<file path="src/rtl/scpe_pkg.sv">
package scpe_pkg;

    localparam int SAMPLE_W     = 32;
    localparam int COL_W        = 7;
    localparam int ROW_W        = 8;
    localparam int PLOT_COLUMNS = 128;
    localparam int ROW_SPAN     = 127;
    localparam int NUM_W        = SAMPLE_W + 7;
    localparam int DIV_STEPS    = NUM_W;
    localparam int CNT_W        = $clog2(DIV_STEPS);

    localparam logic [ROW_W-1:0] ROW_TOP    = 8'd32;
    localparam logic [ROW_W-1:0] ROW_BOTTOM = 8'd159;
    localparam logic [COL_W-1:0] COL_LAST   = COL_W'(PLOT_COLUMNS - 1);

    localparam logic [2:0] ACT_POINT   = 3'd0;
    localparam logic [2:0] ACT_LINE    = 3'd1;
    localparam logic [2:0] ACT_BAR     = 3'd2;
    localparam logic [2:0] ACT_NEXT    = 3'd3;
    localparam logic [2:0] ACT_RESTART = 3'd4;

    localparam logic [1:0] REG_PLOT_LOW  = 2'd0;
    localparam logic [1:0] REG_PLOT_HIGH = 2'd1;

    localparam logic signed [SAMPLE_W-1:0] PLOT_LOW_RST  = 32'sd0;
    localparam logic signed [SAMPLE_W-1:0] PLOT_HIGH_RST = 32'sd4095;

    typedef enum logic [2:0] {
        S_IDLE,
        S_CLAMP,
        S_DIFF,
        S_MUL,
        S_DIV,
        S_FIN
    } t_state;

endpackage

</file>
<file path="src/rtl/scpe_if.sv">
interface scpe_in_if import scpe_pkg::*; ();
    logic                       valid;
    logic                       ready;
    logic [2:0]                 action;
    logic signed [SAMPLE_W-1:0] sample;

    modport source (output valid, action, sample, input ready);
    modport sink   (input valid, action, sample, output ready);
endinterface

interface scpe_out_if import scpe_pkg::*; ();
    logic             valid;
    logic             ready;
    logic             draw;
    logic [COL_W-1:0] column;
    logic [1:0]       span_width;
    logic [ROW_W-1:0] row_first;
    logic [ROW_W-1:0] row_last;
    logic             colour_select;
    logic             bad_range;

    modport source (output valid, draw, column, span_width, row_first, row_last,
                    colour_select, bad_range, input ready);
    modport sink   (input valid, draw, column, span_width, row_first, row_last,
                    colour_select, bad_range, output ready);
endinterface

interface scpe_cfg_if import scpe_pkg::*; ();
    logic                valid;
    logic                ready;
    logic [1:0]          index;
    logic [SAMPLE_W-1:0] data;

    modport source (output valid, index, data, input ready);
    modport sink   (input valid, index, data, output ready);
endinterface

</file>
<file path="src/rtl/strip_chart_plot_engine.sv">
// Steps: a point, line or bar item goes through clamp, difference, times-127,
// 39 bit-serial divide steps and finish, where its result is registered; items that skip
// the divide (other actions, or a bad range) go from clamp straight to finish.
// Flow: one item at a time, taken only in idle; finish waits while the output register is
// full and not taken. A bit-serial restoring divider scales the sample to a row.
// Reset (synchronous, active low): column and last row to zero, plot_low 0, plot_high 4095,
// output register empty.
module strip_chart_plot_engine import scpe_pkg::*; (
    input  logic               i_clk,
    input  logic               i_rst_n,
    scpe_in_if.sink            i_in,
    scpe_out_if.source         o_out,
    scpe_cfg_if.sink           i_cfg
);

    t_state r_state, n_state;

    logic signed [SAMPLE_W-1:0] r_plot_low, n_plot_low;
    logic signed [SAMPLE_W-1:0] r_plot_high, n_plot_high;
    logic [COL_W-1:0]           r_col, n_col;
    logic [ROW_W-1:0]           r_last_row, n_last_row;

    logic [2:0]                 r_action, n_action;
    logic signed [SAMPLE_W-1:0] r_v, n_v;
    logic [SAMPLE_W-1:0]        r_den, n_den;
    logic [SAMPLE_W-1:0]        r_rem, n_rem;
    logic [NUM_W-1:0]           r_num, n_num;
    logic [CNT_W-1:0]           r_cnt, n_cnt;

    logic             r_ovalid, n_ovalid;
    logic             r_draw, n_draw;
    logic [COL_W-1:0] r_ocol, n_ocol;
    logic [1:0]       r_width, n_width;
    logic [ROW_W-1:0] r_first, n_first;
    logic [ROW_W-1:0] r_last, n_last;
    logic             r_colour, n_colour;
    logic             r_bad, n_bad;

    logic                 bad;
    logic                 plot_act;
    logic [SAMPLE_W:0]    diff_d;
    logic [SAMPLE_W:0]    diff_den;
    logic [SAMPLE_W:0]    rem_sh;
    logic [SAMPLE_W:0]    rem_sub;
    logic [ROW_W-1:0]     row;
    logic [ROW_W-1:0]     prev;
    logic [1:0]           wide;
    logic                 slot_free;

    always_ff @(posedge i_clk) begin
        if (!i_rst_n) begin
            r_state     <= S_IDLE;
            r_plot_low  <= PLOT_LOW_RST;
            r_plot_high <= PLOT_HIGH_RST;
            r_col       <= '0;
            r_last_row  <= '0;
            r_ovalid    <= 1'b0;
        end else begin
            r_state     <= n_state;
            r_plot_low  <= n_plot_low;
            r_plot_high <= n_plot_high;
            r_col       <= n_col;
            r_last_row  <= n_last_row;
            r_ovalid    <= n_ovalid;
        end
    end

    always_ff @(posedge i_clk) begin
        r_action <= n_action;
        r_v      <= n_v;
        r_den    <= n_den;
        r_rem    <= n_rem;
        r_num    <= n_num;
        r_cnt    <= n_cnt;
        r_draw   <= n_draw;
        r_ocol   <= n_ocol;
        r_width  <= n_width;
        r_first  <= n_first;
        r_last   <= n_last;
        r_colour <= n_colour;
        r_bad    <= n_bad;
    end

    assign bad      = !(r_plot_high > r_plot_low);
    assign plot_act = (r_action == ACT_POINT) || (r_action == ACT_LINE) ||
                      (r_action == ACT_BAR);

    assign diff_d   = {r_plot_high[SAMPLE_W-1], r_plot_high} - {r_v[SAMPLE_W-1], r_v};
    assign diff_den = {r_plot_high[SAMPLE_W-1], r_plot_high} -
                      {r_plot_low[SAMPLE_W-1], r_plot_low};

    assign rem_sh  = {r_rem, r_num[NUM_W-1]};
    assign rem_sub = rem_sh - {1'b0, r_den};

    // quotient never exceeds 127 because the clamped sample keeps d <= den
    assign row  = ROW_TOP + {1'b0, r_num[6:0]};
    assign prev = (r_last_row < ROW_TOP || r_last_row > ROW_BOTTOM) ? row : r_last_row;
    assign wide = (r_col == COL_LAST) ? 2'd1 : 2'd2;

    assign slot_free = !r_ovalid || o_out.ready;

    assign i_in.ready  = (r_state == S_IDLE);
    assign i_cfg.ready = 1'b1;

    assign o_out.valid         = r_ovalid;
    assign o_out.draw          = r_draw;
    assign o_out.column        = r_ocol;
    assign o_out.span_width    = r_width;
    assign o_out.row_first     = r_first;
    assign o_out.row_last      = r_last;
    assign o_out.colour_select = r_colour;
    assign o_out.bad_range     = r_bad;

    always_comb begin
        n_state     = r_state;
        n_plot_low  = r_plot_low;
        n_plot_high = r_plot_high;
        n_col       = r_col;
        n_last_row  = r_last_row;
        n_action    = r_action;
        n_v         = r_v;
        n_den       = r_den;
        n_rem       = r_rem;
        n_num       = r_num;
        n_cnt       = r_cnt;
        n_ovalid    = r_ovalid;
        n_draw      = r_draw;
        n_ocol      = r_ocol;
        n_width     = r_width;
        n_first     = r_first;
        n_last      = r_last;
        n_colour    = r_colour;
        n_bad       = r_bad;

        if (i_cfg.valid) begin
            if (i_cfg.index == REG_PLOT_LOW) begin
                n_plot_low = i_cfg.data;
            end else if (i_cfg.index == REG_PLOT_HIGH) begin
                n_plot_high = i_cfg.data;
            end
        end

        if (r_ovalid && o_out.ready) begin
            n_ovalid = 1'b0;
        end

        case (r_state)
            S_IDLE: begin
                if (i_in.valid) begin
                    n_action = i_in.action;
                    n_v      = i_in.sample;
                    n_state  = S_CLAMP;
                end
            end
            S_CLAMP: begin
                if (plot_act && !bad) begin
                    if (r_v < r_plot_low) begin
                        n_v = r_plot_low;
                    end else if (r_v > r_plot_high) begin
                        n_v = r_plot_high;
                    end
                    n_state = S_DIFF;
                end else begin
                    n_state = S_FIN;
                end
            end
            S_DIFF: begin
                n_num   = {7'd0, diff_d[SAMPLE_W-1:0]};
                n_den   = diff_den[SAMPLE_W-1:0];
                n_state = S_MUL;
            end
            S_MUL: begin
                // times 127 as times 128 minus one
                n_num   = {r_num[SAMPLE_W-1:0], 7'd0} - r_num;
                n_rem   = '0;
                n_cnt   = '0;
                n_state = S_DIV;
            end
            S_DIV: begin
                // shift one numerator bit into the remainder, shift one quotient bit into the numerator
                if (!rem_sub[SAMPLE_W]) begin
                    n_rem = rem_sub[SAMPLE_W-1:0];
                    n_num = {r_num[NUM_W-2:0], 1'b1};
                end else begin
                    n_rem = rem_sh[SAMPLE_W-1:0];
                    n_num = {r_num[NUM_W-2:0], 1'b0};
                end
                n_cnt = r_cnt + 1'b1;
                if (r_cnt == CNT_W'(DIV_STEPS - 1)) begin
                    n_state = S_FIN;
                end
            end
            S_FIN: begin
                if (slot_free) begin
                    n_ovalid = 1'b1;
                    n_bad    = bad;
                    n_draw   = 1'b0;
                    n_ocol   = '0;
                    n_width  = '0;
                    n_first  = '0;
                    n_last   = '0;
                    n_colour = 1'b0;
                    n_state  = S_IDLE;
                    if (plot_act && !bad) begin
                        case (r_action)
                            ACT_POINT: begin
                                n_draw  = 1'b1;
                                n_ocol  = r_col;
                                n_width = wide;
                                n_first = row;
                                n_last  = (row == ROW_BOTTOM) ? row : row + 1'b1;
                            end
                            ACT_LINE: begin
                                n_draw  = 1'b1;
                                n_ocol  = r_col;
                                n_width = wide;
                                if (prev < row) begin
                                    n_first = prev + 1'b1;
                                    n_last  = row;
                                end else if (prev > row) begin
                                    n_first = row;
                                    n_last  = prev - 1'b1;
                                end else begin
                                    n_first = row;
                                    n_last  = row;
                                end
                                n_last_row = row;
                            end
                            default: begin
                                if (row < ROW_BOTTOM) begin
                                    n_draw   = 1'b1;
                                    n_ocol   = r_col;
                                    n_width  = 2'd1;
                                    n_first  = row;
                                    n_last   = ROW_BOTTOM - 1'b1;
                                    n_colour = 1'b1;
                                end
                            end
                        endcase
                    end else if (r_action == ACT_NEXT) begin
                        n_col = (r_col == COL_LAST) ? '0 : r_col + 1'b1;
                    end else if (r_action == ACT_RESTART) begin
                        n_col = '0;
                    end
                end
            end
            default: begin
                n_state = S_IDLE;
            end
        endcase
    end

endmodule

</file>
<file path="src/flat_wrapper.sv">
// flat-port wrapper written by rule: the top's interface ports become plain ports
module strip_chart_plot_engine_flat import scpe_pkg::*;
  (i_clk, i_rst_n, i_in_valid, i_in_action, i_in_sample, i_in_ready, o_out_valid, o_out_draw, o_out_column, o_out_span_width, o_out_row_first, o_out_row_last, o_out_colour_select, o_out_bad_range, o_out_ready, i_cfg_valid, i_cfg_index, i_cfg_data, i_cfg_ready);
  scpe_in_if i_in_i ();
  scpe_out_if o_out_i ();
  scpe_cfg_if i_cfg_i ();
  input  logic i_clk;
  input  logic i_rst_n;
  input wire logic [$bits(i_in_i.valid)-1:0] i_in_valid;
  input wire logic [$bits(i_in_i.action)-1:0] i_in_action;
  input wire logic [$bits(i_in_i.sample)-1:0] i_in_sample;
  output wire logic [$bits(i_in_i.ready)-1:0] i_in_ready;
  output wire logic [$bits(o_out_i.valid)-1:0] o_out_valid;
  output wire logic [$bits(o_out_i.draw)-1:0] o_out_draw;
  output wire logic [$bits(o_out_i.column)-1:0] o_out_column;
  output wire logic [$bits(o_out_i.span_width)-1:0] o_out_span_width;
  output wire logic [$bits(o_out_i.row_first)-1:0] o_out_row_first;
  output wire logic [$bits(o_out_i.row_last)-1:0] o_out_row_last;
  output wire logic [$bits(o_out_i.colour_select)-1:0] o_out_colour_select;
  output wire logic [$bits(o_out_i.bad_range)-1:0] o_out_bad_range;
  input wire logic [$bits(o_out_i.ready)-1:0] o_out_ready;
  input wire logic [$bits(i_cfg_i.valid)-1:0] i_cfg_valid;
  input wire logic [$bits(i_cfg_i.index)-1:0] i_cfg_index;
  input wire logic [$bits(i_cfg_i.data)-1:0] i_cfg_data;
  output wire logic [$bits(i_cfg_i.ready)-1:0] i_cfg_ready;
  assign i_in_i.valid = i_in_valid;
  assign i_in_i.action = i_in_action;
  assign i_in_i.sample = i_in_sample;
  assign i_in_ready = i_in_i.ready;
  assign o_out_valid = o_out_i.valid;
  assign o_out_draw = o_out_i.draw;
  assign o_out_column = o_out_i.column;
  assign o_out_span_width = o_out_i.span_width;
  assign o_out_row_first = o_out_i.row_first;
  assign o_out_row_last = o_out_i.row_last;
  assign o_out_colour_select = o_out_i.colour_select;
  assign o_out_bad_range = o_out_i.bad_range;
  assign o_out_i.ready = o_out_ready;
  assign i_cfg_i.valid = i_cfg_valid;
  assign i_cfg_i.index = i_cfg_index;
  assign i_cfg_i.data = i_cfg_data;
  assign i_cfg_ready = i_cfg_i.ready;
  strip_chart_plot_engine u_core (.i_clk(i_clk), .i_rst_n(i_rst_n), .i_in(i_in_i), .o_out(o_out_i), .i_cfg(i_cfg_i));
endmodule
</file>
<file path="config.mk">
export PLATFORM = sky130hd
export DESIGN_NAME = strip_chart_plot_engine_flat
export DESIGN_NICKNAME = d
export VERILOG_FILES = /design/src/rtl/scpe_pkg.sv /design/src/rtl/scpe_if.sv /design/src/rtl/strip_chart_plot_engine.sv /design/src/flat_wrapper.sv
export SDC_FILE = /design/constraint.sdc
export NUM_CORES = 1
export LEC_CHECK = 0
export CORE_UTILIZATION = 30
export DETAILED_ROUTE_END_ITERATION = 7
export DONT_BUFFER_PORTS = 1
export HOLD_SLACK_MARGIN = 0.12
export SKIP_CTS_REPAIR_TIMING = 1
export SYNTH_ARGS = -nofsm -noshare
export SYNTH_HDL_FRONTEND = slang
export SYNTH_SLANG_ARGS = --single-unit
export TNS_END_PERCENT = 5
</file>
<file path="constraint.sdc">
create_clock -name i_clk -period 3.6 [get_ports i_clk]
set_clock_uncertainty 0.05 [all_clocks]
set_input_delay 0.18 -clock i_clk [delete_from_list [all_inputs] [get_ports i_clk]]
set_output_delay 0.18 -clock i_clk [all_outputs]
set_load 0.02 [all_outputs]
</file>
# After elaboration in Yosys (flattened, before gate mapping)
# Cells that the tools add are included.
[classes]
div = 0
shift = 0
n_mux = 37
reduce_logical = 25
n_eq_ne = 18
n_addsub = 10
order_cmp = 8
n_bitwise = 2
multipliers = 0
[op_table]
columns = ["operator", "n"]
rows = [
  ["2-to-1 mux 32 bit", 5],
  ["one-hot mux 32 bit (2 select lines)", 2],
  ["one-hot mux 39 bit (3 select lines)", 1],
  ["greater-than comparator 32 bit", 2],
  ["subtractor 32 bit", 2],
  ["2-to-1 mux 8 bit", 7],
  ["subtractor 39 bit", 1],
  ["2-to-1 mux 7 bit", 5],
  ["subtractor 33 x 32 -> 33 bit", 1],
  ["less-than comparator 32 bit", 1],
  ["one-hot mux 8 bit (2 select lines)", 2],
  ["one-hot mux 3 bit (6 select lines)", 1],
  ["adder 8 x 1 -> 8 bit, second input constant", 2],
  ["== test 3 x 2 -> 1 bit, second input constant", 4],
  ["2-to-1 mux 3 bit", 4],
  ["one-hot mux 6 bit (2 select lines)", 1],
  ["AND reduction 4 bit", 3],
  ["== test 3 bit, second input constant", 3],
  ["adder 6 x 7 -> 8 bit, first input constant", 1],
  ["== test 8 bit, second input constant", 1],
  ["greater-than comparator 8 bit", 1],
  ["greater-than comparator 8 bit, second input constant", 1],
  ["less-than comparator 8 x 6 -> 1 bit, second input constant", 1],
  ["less-than comparator 8 bit", 1],
  ["other kinds (25)", 47],
]
[totals]
reg_bits = 255
latch_bits = 0
in_bits = 74
mem_bits_rw = 0
output_inout_bits = 31
mem_bits_ro = 0
n_memories = 0

# Longest topological paths before layout
# Gate-level depths: netlist of run 1.
[logic_depth]
word_depth = 7
depth_mapped = 14

# Worst setup path after synthesis of run 1
# Ideal clock, no wire load.
[synth_timing]
path_type = "reg2reg"
startpoint = "reg u_core.r_v[5]"
endpoint = "reg u_core.r_v[0] (enable)"
t_required_ns = 3.173
arrival_ns = 3.000
period_less_slack_ns = 3.426
n_path_buf = 0
setup_slack_ns = 0.174
path_stages_with_launch = 12
path_cell_list = "edfxtp_1 -> inv_1 -> ha_1 -> a21o_1 -> or3_1 -> o211a_1 -> a211oi_1 -> a21oi_1 -> a41oi_1 -> o21ai_0 -> nand4_1 -> a31o_2"
[synth_via]
elab_chain_len = 3
[synth_lines]
columns = ["item", "line_no", "rtl"]
rows = [
  ["start: declaration", "strip_chart_plot_engine.sv:24", "logic signed [SAMPLE_W-1:0] r_v, n_v;"],
  ["start signal: assignment", "strip_chart_plot_engine.sv:70", "r_v <= n_v;"],
  ["greater-than comparator 32 bit / less-than comparator 32 bit (equally long branches)", "strip_chart_plot_engine.sv:159, strip_chart_plot_engine.sv:157", ""],
  ["!= test 3 x 1 -> 1 bit (no source line) *", "n/a", ""],
  ["AND reduction 4 bit (no source line) *", "n/a", ""],
]
# Every way passes the cells marked *; elsewhere a longest branch is shown, timed or not.
# A chain may end at the register's enable or synchronous reset.

# Final worst setup path of run 1
[layout_timing]
startpoint = "reg u_core.r_plot_high[0]"
endpoint = "reg u_core.r_v[11] (enable)"
[layout_via]
elab_chain_len = 4
[layout_lines]
columns = ["item", "line_no", "rtl"]
rows = [
  ["start: declaration", "strip_chart_plot_engine.sv:19", "logic signed [SAMPLE_W-1:0] r_plot_high, n_plot_high;"],
  ["start signal: assignment", "strip_chart_plot_engine.sv:61", "r_plot_high <= n_plot_high;"],
  ["greater-than comparator 32 bit", "strip_chart_plot_engine.sv:84", "assign bad = !(r_plot_high > r_plot_low);"],
  ["logical AND 1 bit", "strip_chart_plot_engine.sv:156", "if (plot_act && !bad) begin"],
  ["!= test 2 x 1 -> 1 bit (no source line)", "n/a", ""],
  ["AND reduction 4 bit (no source line) *", "n/a", ""],
]
# Marked as above.

==> results of run 1 <==
[cell usage after synthesis, types with 31 or more instances]
cell type | number | area share, %
a21oi_1 | 195 | 5.1
nor2b_1 | 31 | 1.0
a21boi_0 | 56 | 2.2
inv_1 | 185 | 3.7
o21ai_0 | 103 | 2.7
xor2_1 | 55 | 2.5
nand4_1 | 31 | 1.0
clkbuf_1 | 70 | 1.4
mux2i_1 | 51 | 2.7
a21o_1 | 61 | 2.4
nand2_1 | 256 | 5.1
xnor2_1 | 77 | 3.5
nor3_1 | 33 | 0.87
nand3_1 | 64 | 1.7
dfxtp_1 | 83 | 8.7
edfxtp_1 | 172 | 27
ha_1 | 176 | 12
nor2_1 | 163 | 3.2
[sequential cells by signal (all words and copies together) (netlist names), 6 cells and up]
name	count
u_core.o_out.row_last	8
u_core.r_cnt	6
u_core.o_out.column	7
u_core.r_rem	32
u_core.r_num	39
u_core.r_den	32
u_core.r_col	7
u_core.r_plot_low	32
u_core.o_out.row_first	8
u_core.r_last_row	8
u_core.r_plot_high	32
u_core.r_v	32
[routing by layer]
metal  part of all wire [%]  GRT usage (%)  vias up
met5                      0              0        -
met4                    2.3           4.29        0
met3                    5.7           2.39       74
met2                     46           27.4      440
met1                     46           22.5     7885
li1                       -              -     8054
[kinds of logic after synthesis]
logic type	synth area share [%]
compound gates	20.4
xor+xnor	6.25
fa+ha+maj	12.0
buf+inv	5.47
flops	35.9
mux	2.69
other cells	0.0197
simple gates	17.3
[through the flow]
step                      setup WS [ns]  hold slack [ns]
after floorplan                   0.174            0.229
after global placement           -0.220            0.229
after detailed placement         -0.250            0.229
after CTS                        -0.249           -0.401
after global routing            -0.0314            0.127
final                             0.132            0.142
[worst paths after layout]
check | start | end | slack [ns]
setup / recovery | u_core.r_plot_high[0] | u_core.r_v[11] | 0.13
hold / removal | i_rst_n | u_core.r_plot_high[9] | 0.14
setup reg to reg | u_core.r_plot_high[0] | u_core.r_v[11] | 0.13
hold reg to reg | u_core.r_plot_low[13] | u_core.r_plot_low[13] | 0.43
[worst max-delay path, cell delays in order, from the launching register on]
cell,delay (ns)
dfxtp_1,0.33
inv_1,0.08
ha_1,0.23
fa_1,0.42
nor2b_1,0.13
o21a_1,0.15
o21ai_1,0.10
a31oi_2,0.27
a221o_1,0.24
a31oi_1,0.15
o22ai_2,0.30
and3_4,0.27
a31o_2,0.23
clkbuf_16,0.22
[report_power, final]
part | switching, mW | leakage (nW) | internal [mW]
combinational | 2.59 | 6.28 | 1.79
sequential | 0.247 | 2.25 | 3.57
clock | 1.41 | 0.549 | 2.08
total | 4.24 | 9.08 | 7.43
[layout make-up]
class	instances	area [um2]
Clock buffer	36	825
Tap cell	837	1050
Timing Repair Buffer	150	1470
Fill cell	6347	39700
Inverter	185	694
Clock inverter	22	290
Multi-Input combinational cell	1667	11300
Sequential cell	255	6830
==> impl_metrics.env, run 1 <==
export IMPL_grt_util_all_layers_pct=16.6
export IMPL_fin_util_pct=36.1
export IMPL_synth_warnings=0
export IMPL_first_iter_violations=1263
export IMPL_period_needed_ns=3.47
export IMPL_cts_root_buf="clkbuf_16"
export IMPL_drt_vias_per_instance=5.22
export IMPL_grt_overflow_total=0
export IMPL_synth_edf_count=172
export IMPL_avgSynthCellArea_um2=8.66
export IMPL_dpl_cell_area_um2=20200
export IMPL_grt_pass1_wl_um=85500
export IMPL_wirelength_um=55400
export IMPL_final_max_slew_viol_count=0
export IMPL_ys_seq_elements=255
export IMPL_cp_end_kind="flop"
export IMPL_syn2layout_area_growth_pct=18.0
export IMPL_maxSlewHeadroom_pct=25.2
export IMPL_synthCells=2194
export IMPL_die_area_um2=64400
export IMPL_worstPathArrival_ns=3.74
export IMPL_r2r_cells=13
export IMPL_drt_drc_violations_left=0
export IMPL_fp_dieH_um=254
export IMPL_clk_pin_slew_ns=0.06
export IMPL_yosysSeqAreaShare_pct=35.9
export IMPL_hold_viol=0
export IMPL_dp_cells=2998
export IMPL_drive_above_1_share_pct=6.95
export IMPL_numCtsBuffers=31
export IMPL_worst_pin_slew_ns=1.12
export IMPL_io_buffer_count=0
export IMPL_layout_cells_non_filler=3152
export IMPL_p_total_mw=11.7
export IMPL_num_nets_final=2543
export IMPL_crit_type="flop to flop"
export IMPL_critPathLaunchType="flop"
export IMPL_design_portCount=105
export IMPL_critPathRequiredTime_ns=3.87
export IMPL_syn_num_nets=2447
export IMPL_final_period_utilization_pct=96.3
export IMPL_max_freq_mhz=288
export IMPL_drv_cap=0
export IMPL_power_density_nw_per_um2=521
export IMPL_min_path_type="input port to flop"
export IMPL_diodes=0
export IMPL_post_drt_wl_per_cell_um=17.6
export IMPL_ant_nets=0
export IMPL_ir_worst_vdd_uv=466
export IMPL_synth_area_um2=19000
export IMPL_synthArstFlopShare_pct=0
export IMPL_grt_pass1_vias=15558
export IMPL_grt_setup_unrepaired="true"
export IMPL_synthFlopType="edfxtp_1"
export IMPL_routabilityCongestion=0.895
export IMPL_p_leak_nw=9.08
export IMPL_htree_num_levels=1
export IMPL_clk_latency_ns=0.61
export IMPL_cts_tree="done"
export IMPL_synth_distinct_cells=81
export IMPL_hpwl_um=40900
export IMPL_core_area_um2=62200
export IMPL_antenna_found_initial=0
export IMPL_cts_sinks=255
export IMPL_cp_max_fo=16
export IMPL_rows=91
export IMPL_status="complete, no violations"
export IMPL_initial_utilization_pct=30.6
export IMPL_finalSetupTns_ns=0
export IMPL_clock_path_buffers=3
export IMPL_setup_viol=0
export IMPL_die_width_um=254
export IMPL_final_cell_mix="nand2_1, a21oi_1, inv_1"
export IMPL_design_area_um2=22400
export IMPL_min_path_cells=2
export IMPL_via_count=16453
export IMPL_dr_pass1_iters=5
export IMPL_mostFrequentLayoutCell="nand2_1"
export IMPL_grt_start_max_net_pins=82
Note: power is estimated with default switching activity, not from simulation.
==> run 2: changes to the inputs <==
--- a/config.mk
+++ b/config.mk
@@ -5,6 +5,7 @@
 export SDC_FILE = /design/constraint.sdc
 export NUM_CORES = 1
 export LEC_CHECK = 0
+export CORE_ASPECT_RATIO = 0.9
 export CORE_UTILIZATION = 30
 export DETAILED_ROUTE_END_ITERATION = 7
 export DONT_BUFFER_PORTS = 1
==> impl_metrics.env, run 2 (synthesis results as in run 1) <==
export IMPL_grt_setup_unrepaired="true"
export IMPL_fin_util_pct=35.8
export IMPL_cpPeakStageDelay_ns=0.51
export IMPL_crit_family="simple AND/OR/NAND/NOR gates"
export IMPL_critPathBufInv=0
export IMPL_drt_drc_violations_left=0
export IMPL_dr_pass1_iters=7
export IMPL_numCtsBuffers=35
export IMPL_critPathLaunchType="flop"
export IMPL_antenna_found_initial=3
export IMPL_syn2layout_area_growth_pct=18.0
export IMPL_fp_dieH_um=241
export IMPL_cts_root_buf="clkbuf_16"
export IMPL_largest_reg_flops=39
export IMPL_grt_util_all_layers_pct=17.0
export IMPL_critPathRequiredTime_ns=3.87
export IMPL_num_nets_final=2544
export IMPL_p_seq_share_pct=32.5
export IMPL_first_iter_violations=1148
export IMPL_die_width_um=267
export IMPL_period_needed_ns=3.53
export IMPL_diodes=0
export IMPL_design_portCount=105
export IMPL_p_leak_nw=9.11
export IMPL_clock_power_share_pct=30.3
export IMPL_initial_utilization_pct=30.4
export IMPL_final_period_utilization_pct=98.1
export IMPL_final_max_slew_viol_count=0
export IMPL_htree_num_levels=2
export IMPL_io_buffer_count=0
export IMPL_final_cell_mix="nand2_1, a21oi_1, inv_1"
export IMPL_clock_path_buffers=3
export IMPL_die_area_um2=64400
export IMPL_drv_cap=0
export IMPL_wirelength_um=55900
export IMPL_routabilityCongestion=0.903
export IMPL_regMostFlops="u_core.r_num"
export IMPL_drive_above_1_share_pct=7.12
export IMPL_ir_worst_vdd_uv=302
export IMPL_max_freq_mhz=283
export IMPL_cp_max_fo=7
export IMPL_grt_start_max_net_pins=82
export IMPL_hpwl_um=41800
export IMPL_maxSlewHeadroom_pct=28.9
export IMPL_cts_tree="done"
export IMPL_power_density_nw_per_um2=524
export IMPL_worst_pin_slew_ns=1.06
export IMPL_grt_pass1_vias=15771
export IMPL_p_total_mw=11.8
export IMPL_status="complete, no violations"
export IMPL_post_drt_wl_per_cell_um=17.7
export IMPL_worstPathArrival_ns=3.80
export IMPL_clk_pin_slew_ns=0.06
export IMPL_combPwrFrac_pct=37.3
export IMPL_ant_nets=0
export IMPL_cp_cell_sequence="ha_1 > nand4_1 > nor2_1 > or4b_1 > nand4_2 > a221o_1 > a211oi_1 > o31ai_1 > a21oi_1 > xnor2_1 > o22ai_2"
export IMPL_grt_pass1_wl_um=86500
export IMPL_clk_latency_ns=0.57
export IMPL_crit_slowest_cell="edfxtp_1"
export IMPL_dp_slack_ns=-0.0805
export IMPL_cts_sinks=255
export IMPL_switching_power_mw=4.29
export IMPL_via_count=16495
export IMPL_p_int_mw=7.47
export IMPL_r2r_setup_slack_ns=0.07
export IMPL_drt_vias_per_instance=5.21
export IMPL_sw_frac_of_total_pct=36.5
export IMPL_core_area_um2=62600
export IMPL_setup_ws_ns=0.0680
export IMPL_setup_viol=0
export IMPL_crit_type="flop to flop"
export IMPL_grt_overflow_total=0
export IMPL_hold_viol=0
export IMPL_mostFrequentLayoutCell="nand2_1"
export IMPL_cp_end_kind="flop"
export IMPL_min_path_type="input port to flop"
export IMPL_rows=87
run 2: power by group through the flow:
stage                     Clock [mW]  Combinational (mW)  Sequential [mW]
after floorplan                    0                3.10             3.77
after global placement             0                4.12             3.87
after detailed placement           0                4.19             3.87
after CTS                       3.65                4.22             3.82
after global routing            3.75                4.86             3.85
final                           3.56                4.38             3.82
run 2: worst paths after layout:
check / start / to / cells past startpoint
setup / recovery: u_core.r_num[6] / u_core.r_num[38] / 11
hold / removal: i_cfg_index[0] / u_core.r_plot_high[7] / 4
setup reg to reg: u_core.r_num[6] / u_core.r_num[38] / 11
hold reg to reg: u_core.r_plot_low[19] / u_core.r_plot_low[19] / 2
run 2: stage by stage:
step / TNS (ns) / instances / cell area [um2] / hold WS [ns]
4_1_cts: -0.294 / 3078 / 21500 / -0.367
6_report: 0 / 3163 / 22400 / 0.100
5_1_grt: -0.130 / 3163 / 22400 / 0.122
2_1_floorplan: 0 / 2194 / 19000 / 0.229
3_3_place_gp: -0.0355 / 3014 / 20300 / 0.229
3_5_place_dp: -0.0805 / 3014 / 20300 / 0.229
run 2: worst reg2reg max path, delay by kind of cell, from the launching register on:
| family | cells | cell delay, ns |
|---|---|---|
| adders and majority gates | 1 | 0.47 |
| xor gates and xnor gates | 1 | 0.14 |
| DFF | 1 | 0.51 |
| AOI/OAI and AO/OA | 5 | 1.02 |
| and+or+nand+nor | 4 | 1.11 |
run 2: area by class of cell:
cell class | count | area, um2
Clock buffer | 47 | 992
Inverter | 185 | 694
Fill cell | 6412 | 40200
Tap cell | 845 | 1060
Sequential cell | 255 | 6830
Multi-Input combinational cell | 1667 | 11200
Timing Repair Buffer | 147 | 1420
Clock inverter | 17 | 186
run 2: metal layers:
layer  routed length [um]  track usage [%]  share of wire (%)  up-vias
met3                 3860             4.23                6.9       73
met5                   24                0              0.043        -
met1                25700             22.9                 46     7917
met2                25000             26.7                 45      425
li1                     -                -                  -     8076
met4                 1240             4.70                2.2        4
